==> config.mk <==
export PLATFORM = sky130hd
export DESIGN_NAME = biquad_lowpass_df2t
export DESIGN_NICKNAME = d
export VERILOG_FILES = /design/src/rtl/bq_pkg.sv /design/src/rtl/biquad_lowpass_df2t.sv /design/src/rtl/bq_mac.sv /design/src/rtl/bq_seq.sv
export SDC_FILE = /design/constraint.sdc
export NUM_CORES = 2
export LEC_CHECK = 0
export CELL_PAD_IN_SITES_DETAIL_PLACEMENT = 1
export CELL_PAD_IN_SITES_GLOBAL_PLACEMENT = 1
export CORE_MARGIN = 2
export CORE_UTILIZATION = 52
export DETAILED_ROUTE_END_ITERATION = 10
export DONT_BUFFER_PORTS = 1
export GPL_TIMING_DRIVEN = 1
export PLACE_DENSITY_LB_ADDON = 0.2
export SYNTH_ARGS = -nofsm -noshare
export SYNTH_HDL_FRONTEND = slang
export SYNTH_SLANG_ARGS = --single-unit
export TNS_END_PERCENT = 50
==> constraint.sdc <==
create_clock -name clock -period 10.2 [get_ports clock]
set_clock_uncertainty 0.05 [all_clocks]
set_input_delay 2.04 -clock clock [delete_from_list [all_inputs] [get_ports clock]]
set_output_delay 2.04 -clock clock [all_outputs]
set_load 0.01 [all_outputs]
==> src/rtl/bq_pkg.sv <==
`default_nettype none

package bq_pkg;

   localparam int DEFAULT_CHANNELS = 4;

   localparam int CHAN_W    = 2;
   localparam int SAMPLE_W  = 16;
   localparam int COEF_W    = 16;
   localparam int CSR_IDX_W = 3;
   localparam int DELAY_W   = 36;
   localparam int PROD_W    = 2 * COEF_W;
   localparam int SUM_W     = 38;
   localparam int FRAC_W    = 14;
   localparam int QUOT_W    = SUM_W - FRAC_W;

   localparam logic signed [COEF_W-1:0] COEF_B0_RESET = 16'sd16384;

   localparam logic signed [SUM_W-1:0] ROUND_HALF = 38'sd8192;
   localparam logic signed [SUM_W-1:0] DELAY_MAX  = 38'sd34359738367;
   localparam logic signed [SUM_W-1:0] DELAY_MIN  = -38'sd34359738368;
   localparam logic signed [QUOT_W-1:0] OUT_MAX   = 24'sd32767;
   localparam logic signed [QUOT_W-1:0] OUT_MIN   = -24'sd32768;

   typedef enum logic [CSR_IDX_W-1:0] {
      CSR_B0 = 3'd0,
      CSR_B1 = 3'd1,
      CSR_B2 = 3'd2,
      CSR_A1 = 3'd3,
      CSR_A2 = 3'd4
   } csr_idx_type;

   typedef enum logic [2:0] {
      ST_IDLE,
      ST_B0,
      ST_Y,
      ST_A1,
      ST_B2,
      ST_A2,
      ST_D2,
      ST_OUT
   } state_type;

   typedef enum logic [2:0] {
      MUL_B0X,
      MUL_B1X,
      MUL_A1Y,
      MUL_B2X,
      MUL_A2Y
   } mul_sel_type;

   typedef enum logic [1:0] {
      ADD_D1R,
      ADD_D2,
      ADD_ACC,
      ADD_ZERO
   } add_sel_type;

   typedef struct packed {
      logic        req_ready;
      mul_sel_type mul_sel;
      add_sel_type add_sel;
      logic        sub_prod;
      logic        acc_en;
      logic        y_load;
      logic        d1_write;
      logic        d2_write;
      logic        out_load;
   } seq_ctl_type;

   function automatic logic signed [DELAY_W-1:0] sat_delay(input logic signed [SUM_W-1:0] v);
      logic signed [DELAY_W-1:0] r;
      if (v > DELAY_MAX) begin
         r = DELAY_MAX[DELAY_W-1:0];
      end else if (v < DELAY_MIN) begin
         r = DELAY_MIN[DELAY_W-1:0];
      end else begin
         r = v[DELAY_W-1:0];
      end
      return r;
   endfunction

   // floor by 2^14 is an arithmetic shift; rounding bias already added
   function automatic logic signed [SAMPLE_W-1:0] round_sat_out(
      input logic signed [SUM_W-1:0] v);
      logic signed [QUOT_W-1:0] q;
      logic signed [SAMPLE_W-1:0] r;
      q = v[SUM_W-1:FRAC_W];
      if (q > OUT_MAX) begin
         r = OUT_MAX[SAMPLE_W-1:0];
      end else if (q < OUT_MIN) begin
         r = OUT_MIN[SAMPLE_W-1:0];
      end else begin
         r = q[SAMPLE_W-1:0];
      end
      return r;
   endfunction

endpackage

`default_nettype wire

==> src/rtl/biquad_lowpass_df2t.sv <==
// Biquad IIR filter, direct form II transposed, time-shared over CHANNELS
// channels with five common Q2.14 coefficients. A request is taken when the
// block is idle and its result is loaded into the output register at the
// end of the sequence, once the output register is free. The block takes no
// new request until then. The single 16x16 multiplier forms the five
// products b0*x, b1*x, a1*y, b2*x and a2*y one per cycle, and the 38-bit
// adder works on the registered product. A waiting result does not block
// the next request. Any coefficient write clears the delay words of all
// channels; write coefficients only while the block is idle. A request for
// a channel at or above CHANNELS returns zero and writes no delay word.

`default_nettype none

module biquad_lowpass_df2t import bq_pkg::*; #(
   parameter int CHANNELS = DEFAULT_CHANNELS
) (
   input  wire                              clock,
   input  wire                              reset,
   input  wire                              req_valid,
   output logic                             req_ready,
   input  wire logic [CHAN_W-1:0]           req_channel,
   input  wire logic signed [SAMPLE_W-1:0]  req_sample_in,
   output logic                             rsp_valid,
   input  wire                              rsp_ready,
   output logic [CHAN_W-1:0]                rsp_channel_out,
   output logic signed [SAMPLE_W-1:0]       rsp_sample_out,
   input  wire                              csr_we,
   input  wire logic [CSR_IDX_W-1:0]        csr_index,
   input  wire logic [COEF_W-1:0]           csr_wdata
);

   localparam int IDX_W = (CHANNELS > 1) ? $clog2(CHANNELS) : 1;

   seq_ctl_type ctl;
   logic        out_free;
   logic        req_fire;

   logic signed [COEF_W-1:0] b0_ff, b1_ff, b2_ff, a1_ff, a2_ff;
   logic signed [DELAY_W-1:0] delay_one_ff [CHANNELS];
   logic signed [DELAY_W-1:0] delay_two_ff [CHANNELS];

   logic [CHAN_W-1:0]          ch_ff;
   logic [IDX_W-1:0]           idx_ff;
   logic                       ok_ff;
   logic signed [SAMPLE_W-1:0] x_ff;
   logic signed [SAMPLE_W-1:0] y_ff;
   logic                       rsp_valid_ff;
   logic [CHAN_W-1:0]          rsp_channel_ff;
   logic signed [SAMPLE_W-1:0] rsp_sample_ff;

   logic [IDX_W+CHAN_W-1:0]    chan_ext;
   logic signed [COEF_W-1:0]   mul_a;
   logic signed [SAMPLE_W-1:0] mul_b;
   logic signed [SUM_W-1:0]    sum;
   logic signed [DELAY_W-1:0]  d1_rd;
   logic signed [DELAY_W-1:0]  d2_rd;
   logic                       coef_hit;

   assign out_free  = !rsp_valid_ff || rsp_ready;
   assign req_ready = ctl.req_ready;
   assign req_fire  = req_valid && ctl.req_ready;
   assign chan_ext  = (IDX_W + CHAN_W)'(req_channel);
   assign d1_rd     = delay_one_ff[idx_ff];
   assign d2_rd     = delay_two_ff[idx_ff];

   assign rsp_valid       = rsp_valid_ff;
   assign rsp_channel_out = rsp_channel_ff;
   assign rsp_sample_out  = rsp_sample_ff;

   bq_seq u_seq (
      .clock     (clock),
      .reset     (reset),
      .req_valid (req_valid),
      .out_free  (out_free),
      .ctl       (ctl)
   );

   always_comb begin
      mul_a = b0_ff;
      mul_b = x_ff;
      case (ctl.mul_sel)
         MUL_B0X: begin mul_a = b0_ff; mul_b = x_ff; end
         MUL_B1X: begin mul_a = b1_ff; mul_b = x_ff; end
         MUL_A1Y: begin mul_a = a1_ff; mul_b = y_ff; end
         MUL_B2X: begin mul_a = b2_ff; mul_b = x_ff; end
         MUL_A2Y: begin mul_a = a2_ff; mul_b = y_ff; end
         default: begin mul_a = b0_ff; mul_b = x_ff; end
      endcase
   end

   bq_mac u_mac (
      .clock (clock),
      .ctl   (ctl),
      .mul_a (mul_a),
      .mul_b (mul_b),
      .d1_rd (d1_rd),
      .d2_rd (d2_rd),
      .sum   (sum)
   );

   always_comb begin
      coef_hit = 1'b0;
      unique case (csr_index)
         CSR_B0, CSR_B1, CSR_B2, CSR_A1, CSR_A2: coef_hit = csr_we;
         default:                                coef_hit = 1'b0;
      endcase
   end

   always_ff @(posedge clock) begin
      if (reset) begin
         b0_ff <= COEF_B0_RESET;
         b1_ff <= '0;
         b2_ff <= '0;
         a1_ff <= '0;
         a2_ff <= '0;
      end else if (csr_we) begin
         unique case (csr_index)
            CSR_B0:  b0_ff <= csr_wdata;
            CSR_B1:  b1_ff <= csr_wdata;
            CSR_B2:  b2_ff <= csr_wdata;
            CSR_A1:  a1_ff <= csr_wdata;
            CSR_A2:  a2_ff <= csr_wdata;
            default: ;
         endcase
      end
   end

   always_ff @(posedge clock) begin
      if (reset || coef_hit) begin
         for (int i = 0; i < CHANNELS; i++) begin
            delay_one_ff[i] <= '0;
            delay_two_ff[i] <= '0;
         end
      end else begin
         if (ctl.d1_write && ok_ff) begin
            delay_one_ff[idx_ff] <= sat_delay(sum);
         end
         if (ctl.d2_write && ok_ff) begin
            delay_two_ff[idx_ff] <= sat_delay(sum);
         end
      end
   end

   // request payload and working registers
   always_ff @(posedge clock) begin
      if (req_fire) begin
         ch_ff  <= req_channel;
         idx_ff <= chan_ext[IDX_W-1:0];
         ok_ff  <= (32'(req_channel) < CHANNELS);
         x_ff   <= req_sample_in;
      end
      if (ctl.y_load) begin
         y_ff <= round_sat_out(sum);
      end
      if (ctl.out_load) begin
         rsp_channel_ff <= ch_ff;
         rsp_sample_ff  <= ok_ff ? y_ff : '0;
      end
   end

   always_ff @(posedge clock) begin
      if (reset) begin
         rsp_valid_ff <= 1'b0;
      end else if (ctl.out_load) begin
         rsp_valid_ff <= 1'b1;
      end else if (rsp_ready) begin
         rsp_valid_ff <= 1'b0;
      end
   end

endmodule

`default_nettype wire

==> src/rtl/bq_mac.sv <==
`default_nettype none

module bq_mac import bq_pkg::*; (
   input  wire                              clock,
   input  wire seq_ctl_type                 ctl,
   input  wire logic signed [COEF_W-1:0]    mul_a,
   input  wire logic signed [SAMPLE_W-1:0]  mul_b,
   input  wire logic signed [DELAY_W-1:0]   d1_rd,
   input  wire logic signed [DELAY_W-1:0]   d2_rd,
   output logic signed [SUM_W-1:0]          sum
);

   logic signed [PROD_W-1:0] prod_ff;
   logic signed [PROD_W-1:0] prod_in;
   logic signed [SUM_W-1:0]  acc_ff;
   logic signed [SUM_W-1:0]  addend;
   logic signed [SUM_W-1:0]  prod_ext;

   assign prod_in  = mul_a * mul_b;
   assign prod_ext = SUM_W'(prod_ff);

   always_comb begin
      addend = '0;
      case (ctl.add_sel)
         ADD_D1R:  addend = SUM_W'(d1_rd) + ROUND_HALF;
         ADD_D2:   addend = SUM_W'(d2_rd);
         ADD_ACC:  addend = acc_ff;
         ADD_ZERO: addend = '0;
         default:  addend = '0;
      endcase
      sum = ctl.sub_prod ? (addend - prod_ext) : (addend + prod_ext);
   end

   always_ff @(posedge clock) begin
      prod_ff <= prod_in;
      if (ctl.acc_en) begin
         acc_ff <= sum;
      end
   end

endmodule

`default_nettype wire

==> src/rtl/bq_seq.sv <==
`default_nettype none

module bq_seq import bq_pkg::*; (
   input  wire          clock,
   input  wire          reset,
   input  wire          req_valid,
   input  wire          out_free,
   output seq_ctl_type  ctl
);

   state_type state_ff;
   state_type state_in;

   always_ff @(posedge clock) begin
      if (reset) begin
         state_ff <= ST_IDLE;
      end else begin
         state_ff <= state_in;
      end
   end

   always_comb begin
      state_in     = state_ff;
      ctl          = '0;
      ctl.mul_sel  = MUL_B0X;
      ctl.add_sel  = ADD_ZERO;
      unique case (state_ff)
         ST_IDLE: begin
            ctl.req_ready = 1'b1;
            if (req_valid) begin
               state_in = ST_B0;
            end
         end
         ST_B0: begin
            ctl.mul_sel = MUL_B0X;
            state_in    = ST_Y;
         end
         ST_Y: begin
            // b0*x + d1 + half, then round and clamp into y
            ctl.mul_sel = MUL_B1X;
            ctl.add_sel = ADD_D1R;
            ctl.y_load  = 1'b1;
            state_in    = ST_A1;
         end
         ST_A1: begin
            ctl.mul_sel = MUL_A1Y;
            ctl.add_sel = ADD_D2;
            ctl.acc_en  = 1'b1;
            state_in    = ST_B2;
         end
         ST_B2: begin
            ctl.mul_sel  = MUL_B2X;
            ctl.add_sel  = ADD_ACC;
            ctl.sub_prod = 1'b1;
            ctl.d1_write = 1'b1;
            state_in     = ST_A2;
         end
         ST_A2: begin
            ctl.mul_sel = MUL_A2Y;
            ctl.add_sel = ADD_ZERO;
            ctl.acc_en  = 1'b1;
            state_in    = ST_D2;
         end
         ST_D2: begin
            ctl.add_sel  = ADD_ACC;
            ctl.sub_prod = 1'b1;
            ctl.d2_write = 1'b1;
            state_in     = ST_OUT;
         end
         ST_OUT: begin
            if (out_free) begin
               ctl.out_load = 1'b1;
               state_in     = ST_IDLE;
            end
         end
         default: state_in = ST_IDLE;
      endcase
   end

endmodule

`default_nettype wire

; Yosys cells after proc, flatten, opt, wreduce, memory -nomap -nowiden
; Memory sizes are Yosys's and may differ from the RTL's. A register that Yosys moved wholly into a read port is not among the register bits.
; Index checks and enable logic that the tools add are counted.
[classes]
n_addsub = 3
multipliers = 1
n_lt_le_gt_ge = 4
eq_ne = 20
muxes = 43
reduce_logical = 20
[ops]
columns = op, n
row1 = $mux 36, 8
row2 = $pmux 38 s4, 1
row3 = $reduce_or 36->1, 2
row4 = $pmux 16 s4, 1
row5 = $add 38x32->38, 1
row6 = $gt 38x36->1 const B, 1
row7 = $lt 38x36->1 const B, 1
row8 = $mux 38, 1
row9 = $sub 38x32->38, 1
row10 = $add 36x15->37 const B, 1
row11 = $mul 16x16->32, 1
row12 = $mux 16, 2
row13 = $gt 24x16->1 const B, 1
row14 = $lt 24x16->1 const B, 1
row15 = $pmux 3 s8, 1
row16 = $mux 1, 21
row17 = $eq 3x2->1 const B, 6
row18 = $eq 3x3->1 const B, 6
row19 = $pmux 3 s4, 1
row20 = $reduce_and 2->1, 6
row21 = $eq 3x1->1 const B, 3
row22 = $mux 2, 4
row23 = $logic_not 3->1, 2
row24 = $mux 3, 2
row25 = other kinds (11), 16
[totals]
regBits = 206
ram_bits = 288
input_bits = 42
output_inout_bits = 20
wordCells = 107
memories = 2
[mem_list]
columns = name, depth, word_bits, rd, rd_ports_with_merged_regs, write_ports, line
row1 = delay_one_ff, 4, 36, 1, 1, 4, biquad_lowpass_df2t.sv:39  ; logic signed [DELAY_W-1:0] delay_one_ff [CHANNELS];
row2 = delay_two_ff, 4, 36, 1, 1, 4, biquad_lowpass_df2t.sv:40  ; logic signed [DELAY_W-1:0] delay_two_ff [CHANNELS];

; Longest topological paths before layout
[depth]
ltp_word = 13
mapped_depth = 35
ltp_nobuf = 32

; By module
; Synthesis repeated with hierarchy kept, for this count alone.
[unflattened]
hier_cells = 3282
hier_area_um2 = 34874.7
[modules_own_cells]
columns = mod, n_inst, cells_each, area_per_inst_um2, seq_area_each_um2
row1 = biquad_lowpass_df2t, 1, 1457, 18988.2, 11871.4
row2 = bq_mac, 1, 1781, 15574.9, 1781.7
row3 = bq_seq, 1, 44, 311.5, 60.1

; Worst setup path before layout
; OpenSTA, ideal clock, no wires.
[synth_path]
path_type = register -> register
start = register u_seq.state_ff[0]
end = register u_mac.prod_ff[30]
setup_ns = 0.118
t_arrival_ns = 8.279
required_ns = 10.032
setup_slack_ns = 1.753
path_stages_with_launch = 33
path_buffers = 4
synth_period_minus_slack_ns = 8.447
path_cell_list = dfxtp_1 -> inv_1 -> ha_1 -> clkbuf_1 -> nor2b_1 -> nor2b_1 -> clkbuf_1 -> clkbuf_1 -> a22oi_1 -> nand2_1 -> a221o_1 -> clkbuf_1 -> nand2_1 -> fa_1 -> fa_1 -> fa_1 -> fa_1 -> inv_1 -> fa_1 -> inv_1 -> fa_1 -> inv_1 -> ha_1 -> o211a_1 -> nand3_1 -> o211ai_1 -> a21oi_1 -> o41ai_1 -> a311oi_1 -> o21ai_0 -> a31o_2 -> a21oi_1 -> xnor2_1
[synth_via]
elab_chain_cells = 6
word_cells_on_any_way = 13
classes_between = mul: 1 / eq/ne: 8 / mux: 3 / reduce/logical: 1
[synth_lines]
columns = item, line
row1 = start: declaration, bq_seq.sv:11  ; state_type state_ff;
row2 = start signal: assignment, bq_seq.sv:18  ; state_ff <= state_in;
row3 = $eq 3x3->1 or $eq 3x2->1 (tied branches), bq_seq.sv:27  ; unique case (state_ff)
row4 = $pmux 3 s4 *, bq_seq.sv:27
row5 = $eq 3x3->1 or $eq 3x2->1 (tied branches), biquad_lowpass_df2t.sv:81  ; case (ctl.mul_sel)
row6 = $reduce_or 2->1 (no line), --
row7 = $mux 16, biquad_lowpass_df2t.sv:81
row8 = $mul 16x16->32 *, bq_mac.sv:19  ; assign prod_in = mul_a * mul_b;
row9 = via u_mac.prod_in[30], bq_mac.sv:14  ; logic signed [PROD_W-1:0] prod_in;
row10 = end signal: assignment, bq_mac.sv:35  ; prod_ff <= prod_in;
row11 = end: declaration, bq_mac.sv:13  ; logic signed [PROD_W-1:0] prod_ff;
; The timed path passes the listed nets; every way through them passes the cells marked *.
; A chain may end at the register's enable or synchronous reset.

; Final worst setup path
[layout_path]
start = register u_seq.state_ff[2]
end = register u_mac.prod_ff[30]
; The elaborated chain is that of the path after synthesis.

==> results.json <==
{
  "status": "completed",
  "diodes": 0,
  "maxCapViolations": 0,
  "grt_usage_pct": 33.6,
  "cp.arrival_ns": 9.70,
  "die_area_um2": 67100,
  "drtPass1Iterations": 5,
  "fp.dieW_um": 259,
  "ys_seq_area_share_pct": 40.6,
  "final-hold-violation-count": 0,
  "max_stage_delay_ns": 0.93,
  "clk_pin_slew_worst_paths_ns": 0.07,
  "synth-main-ff-cell": "edfxtp_1",
  "ctsHoldBuffers": 0,
  "nets": 3613,
  "rsz0062_at_grt": "no",
  "end_kind": "register",
  "cp-start-kind": "register",
  "coreArea_um2": 64300,
  "drive_gt1_share_pct": 9.51,
  "clock_path_buffers": 3,
  "antenna_found_initial": 3,
  "gp_congestion": 0.963,
  "min_period_over_period_pct": 90.7,
  "synth_nets": 3645,
  "synth.area.top_cells": "edfxtp_1, fa_1, dfxtp_1",
  "globalRouteOverflowTotal": 0,
  "synth_top_area_cell": "edfxtp_1",
  "syn_avg_cell_area_um2": 10.5,
  "grt_max_degree": 86,
  "cts_buffers": 53,
  "dpl.hpwl_um": 80600,
  "drc": 0,
  "yosys_warnings": 0,
  "synth_seq_cells": 496,
  "postCtsSetupRepairBufs": 0,
  "synth_cells": 3215,
  "grt_pass1_vias": 27800,
  "slowest_stage": "nor2_2",
  "async_flop_share_pct": 0,
  "dpl_cell_area_um2": 34800,
  "initial_core_util_pct": 52.5,
  "ant_nets": 0,
  "clkSinkCount": 496,
  "post_synth_num_cell_types": 85,
  "synth_edf_count": 378,
  "r2r_start": "u_seq.state_ff[2]",
  "insertion_delay_ns": 0.62,
  "io_buffers": 0,
  "drtIter0Drc": 2559,
  "hold_start": "a1_ff[6]",
  "boundaryPins": 62,
  "tns_ns": 0,
  "cts_tree": "yes",
  "layout_common_cells": "nand2_1, inv_1, edfxtp_1",
  "cts.root.buffer_cell": "clkbuf_16",
  "cts-resized-gates": 0,
  "yosys.area.top_type_share_pct": 33.6,
  "timing.final.max_slew_violations": 0,
  "layout_commonest_cell": "nand2_1",
  "max_slew_margin_pct": 2.97,
  "viasPerCell": 6.26,
  "post-route-min-period_ns": 9.25,
  "r2r_slack_ns": 0.95,
  "worst_path_most_repeated_cell": "fa_1",
  "area_growth_pct": 7.94,
  "path_class": "register to register",
  "htree_levels": 2,
  "fmaxAchievable_mhz": 108,
  "vias": 25600,
  "startpoint": "u_seq.state_ff[2]",
  "rows": 93,
  "wl_per_cell_um": 27.2,
  "wirelength_um": 111000,
  "design_area_um2": 36500,
  "cp_max_fo": 20,
  "tightest_slew_ns": 1.46,
  "fp.dieH_um": 259,
  "synth_area_um2": 33800,
  "hold_class": "register to register",
  "setup_viol": 0,
  "crit_required_ns": 10.65,
  "grt_pass1_wl_um": 168000
}
==> metrics by stage <==
step | setup slack, ns | utilization [%] | instances | hold WS, ns
2_1_floorplan | 1.75 | - | 3215 | 0.372
3_3_place_gp | 1.43 | 54.0 | 3983 | 0.386
3_5_place_dp | 1.06 | 54.0 | 3983 | 0.393
4_1_cts | 1.00 | 56.7 | 4083 | 0.403
5_1_grt | 0.471 | 56.7 | 4083 | 0.427
6_report | 0.953 | 56.7 | 4083 | 0.404
==> state kept, by name, indices dropped and copies added, names as in the netlist, named ones only <==
register,cells
u_mac.acc_ff,38
y_ff,16
rsp_valid,1
u_seq.state_ff,3
b1_ff,16
b2_ff,16
rsp_sample_out,16
delay_one_ff,144
u_mac.prod_ff,32
a1_ff,16
b0_ff,16
rsp_channel_out,2
delay_two_ff,144
a2_ff,16
x_ff,16
idx_ff,2
==> final timing paths <==
| path | endpoint | cells past startpoint |
|---|---|---|
| worst min register to register | a1_ff[6] | 2 |
| worst min-delay path | a1_ff[6] | 2 |
| worst max-delay path | u_mac.prod_ff[30] | 29 |
| worst max register to register | u_mac.prod_ff[30] | 29 |
==> logic make-up after synthesis <==
group,Yosys count,share of synthesized area [%]
simple gates,813,10.4
compound gates,733,12.8
buf+inv,547,6.64
flops,496,40.6
fa+ha+maj,388,20.2
xor+xnor,123,3.25
mux,115,6.16
==> metal layers <==
layer | part of all wire [%] | GRT usage, % | vias up
met2 | 47 | 54.8 | 1170
met1 | 39 | 44.2 | 13200
li1 | - | - | 11000
met4 | 4.6 | 13.8 | 2
met5 | 0.012 | 0 | -
met3 | 8.7 | 6.79 | 261
==> synth_stat cells (42+ instances only) <==
cell type	number
a21oi_1	217
clkbuf_1	110
dfxtp_1	118
edfxtp_1	378
fa_1	263
ha_1	125
inv_1	379
mux4_2	72
nand2_1	389
nand3_1	49
nor2_1	239
o21ai_0	278
o21ai_1	42
xnor2_1	70
xor2_1	50
==> critical path: cells and delay by family, from the launching register on <==
family                     cells  cell delay, ns
adders and majority gates      7            3.43
AOI/OAI and AO/OA              8            2.18
and+or+nand+nor                5            1.29
buffers and inverters          7            1.00
DFF                            1            0.71
muxes                          1            0.31
xor gates and xnor gates       1            0.13
==> area by class of cell <==
class | instances | area (um^2)
Tap cell | 855 | 1070
Clock inverter | 38 | 329
Inverter | 380 | 1430
Fill cell | 6893 | 27900
Timing Repair Buffer | 80 | 601
Clock buffer | 62 | 1390
Sequential cell | 496 | 13700
Multi-Input combinational cell | 2172 | 17900
Power is not shown: default switching activity piles up to over one toggle a cycle in this logic, so the estimate is an artifact.
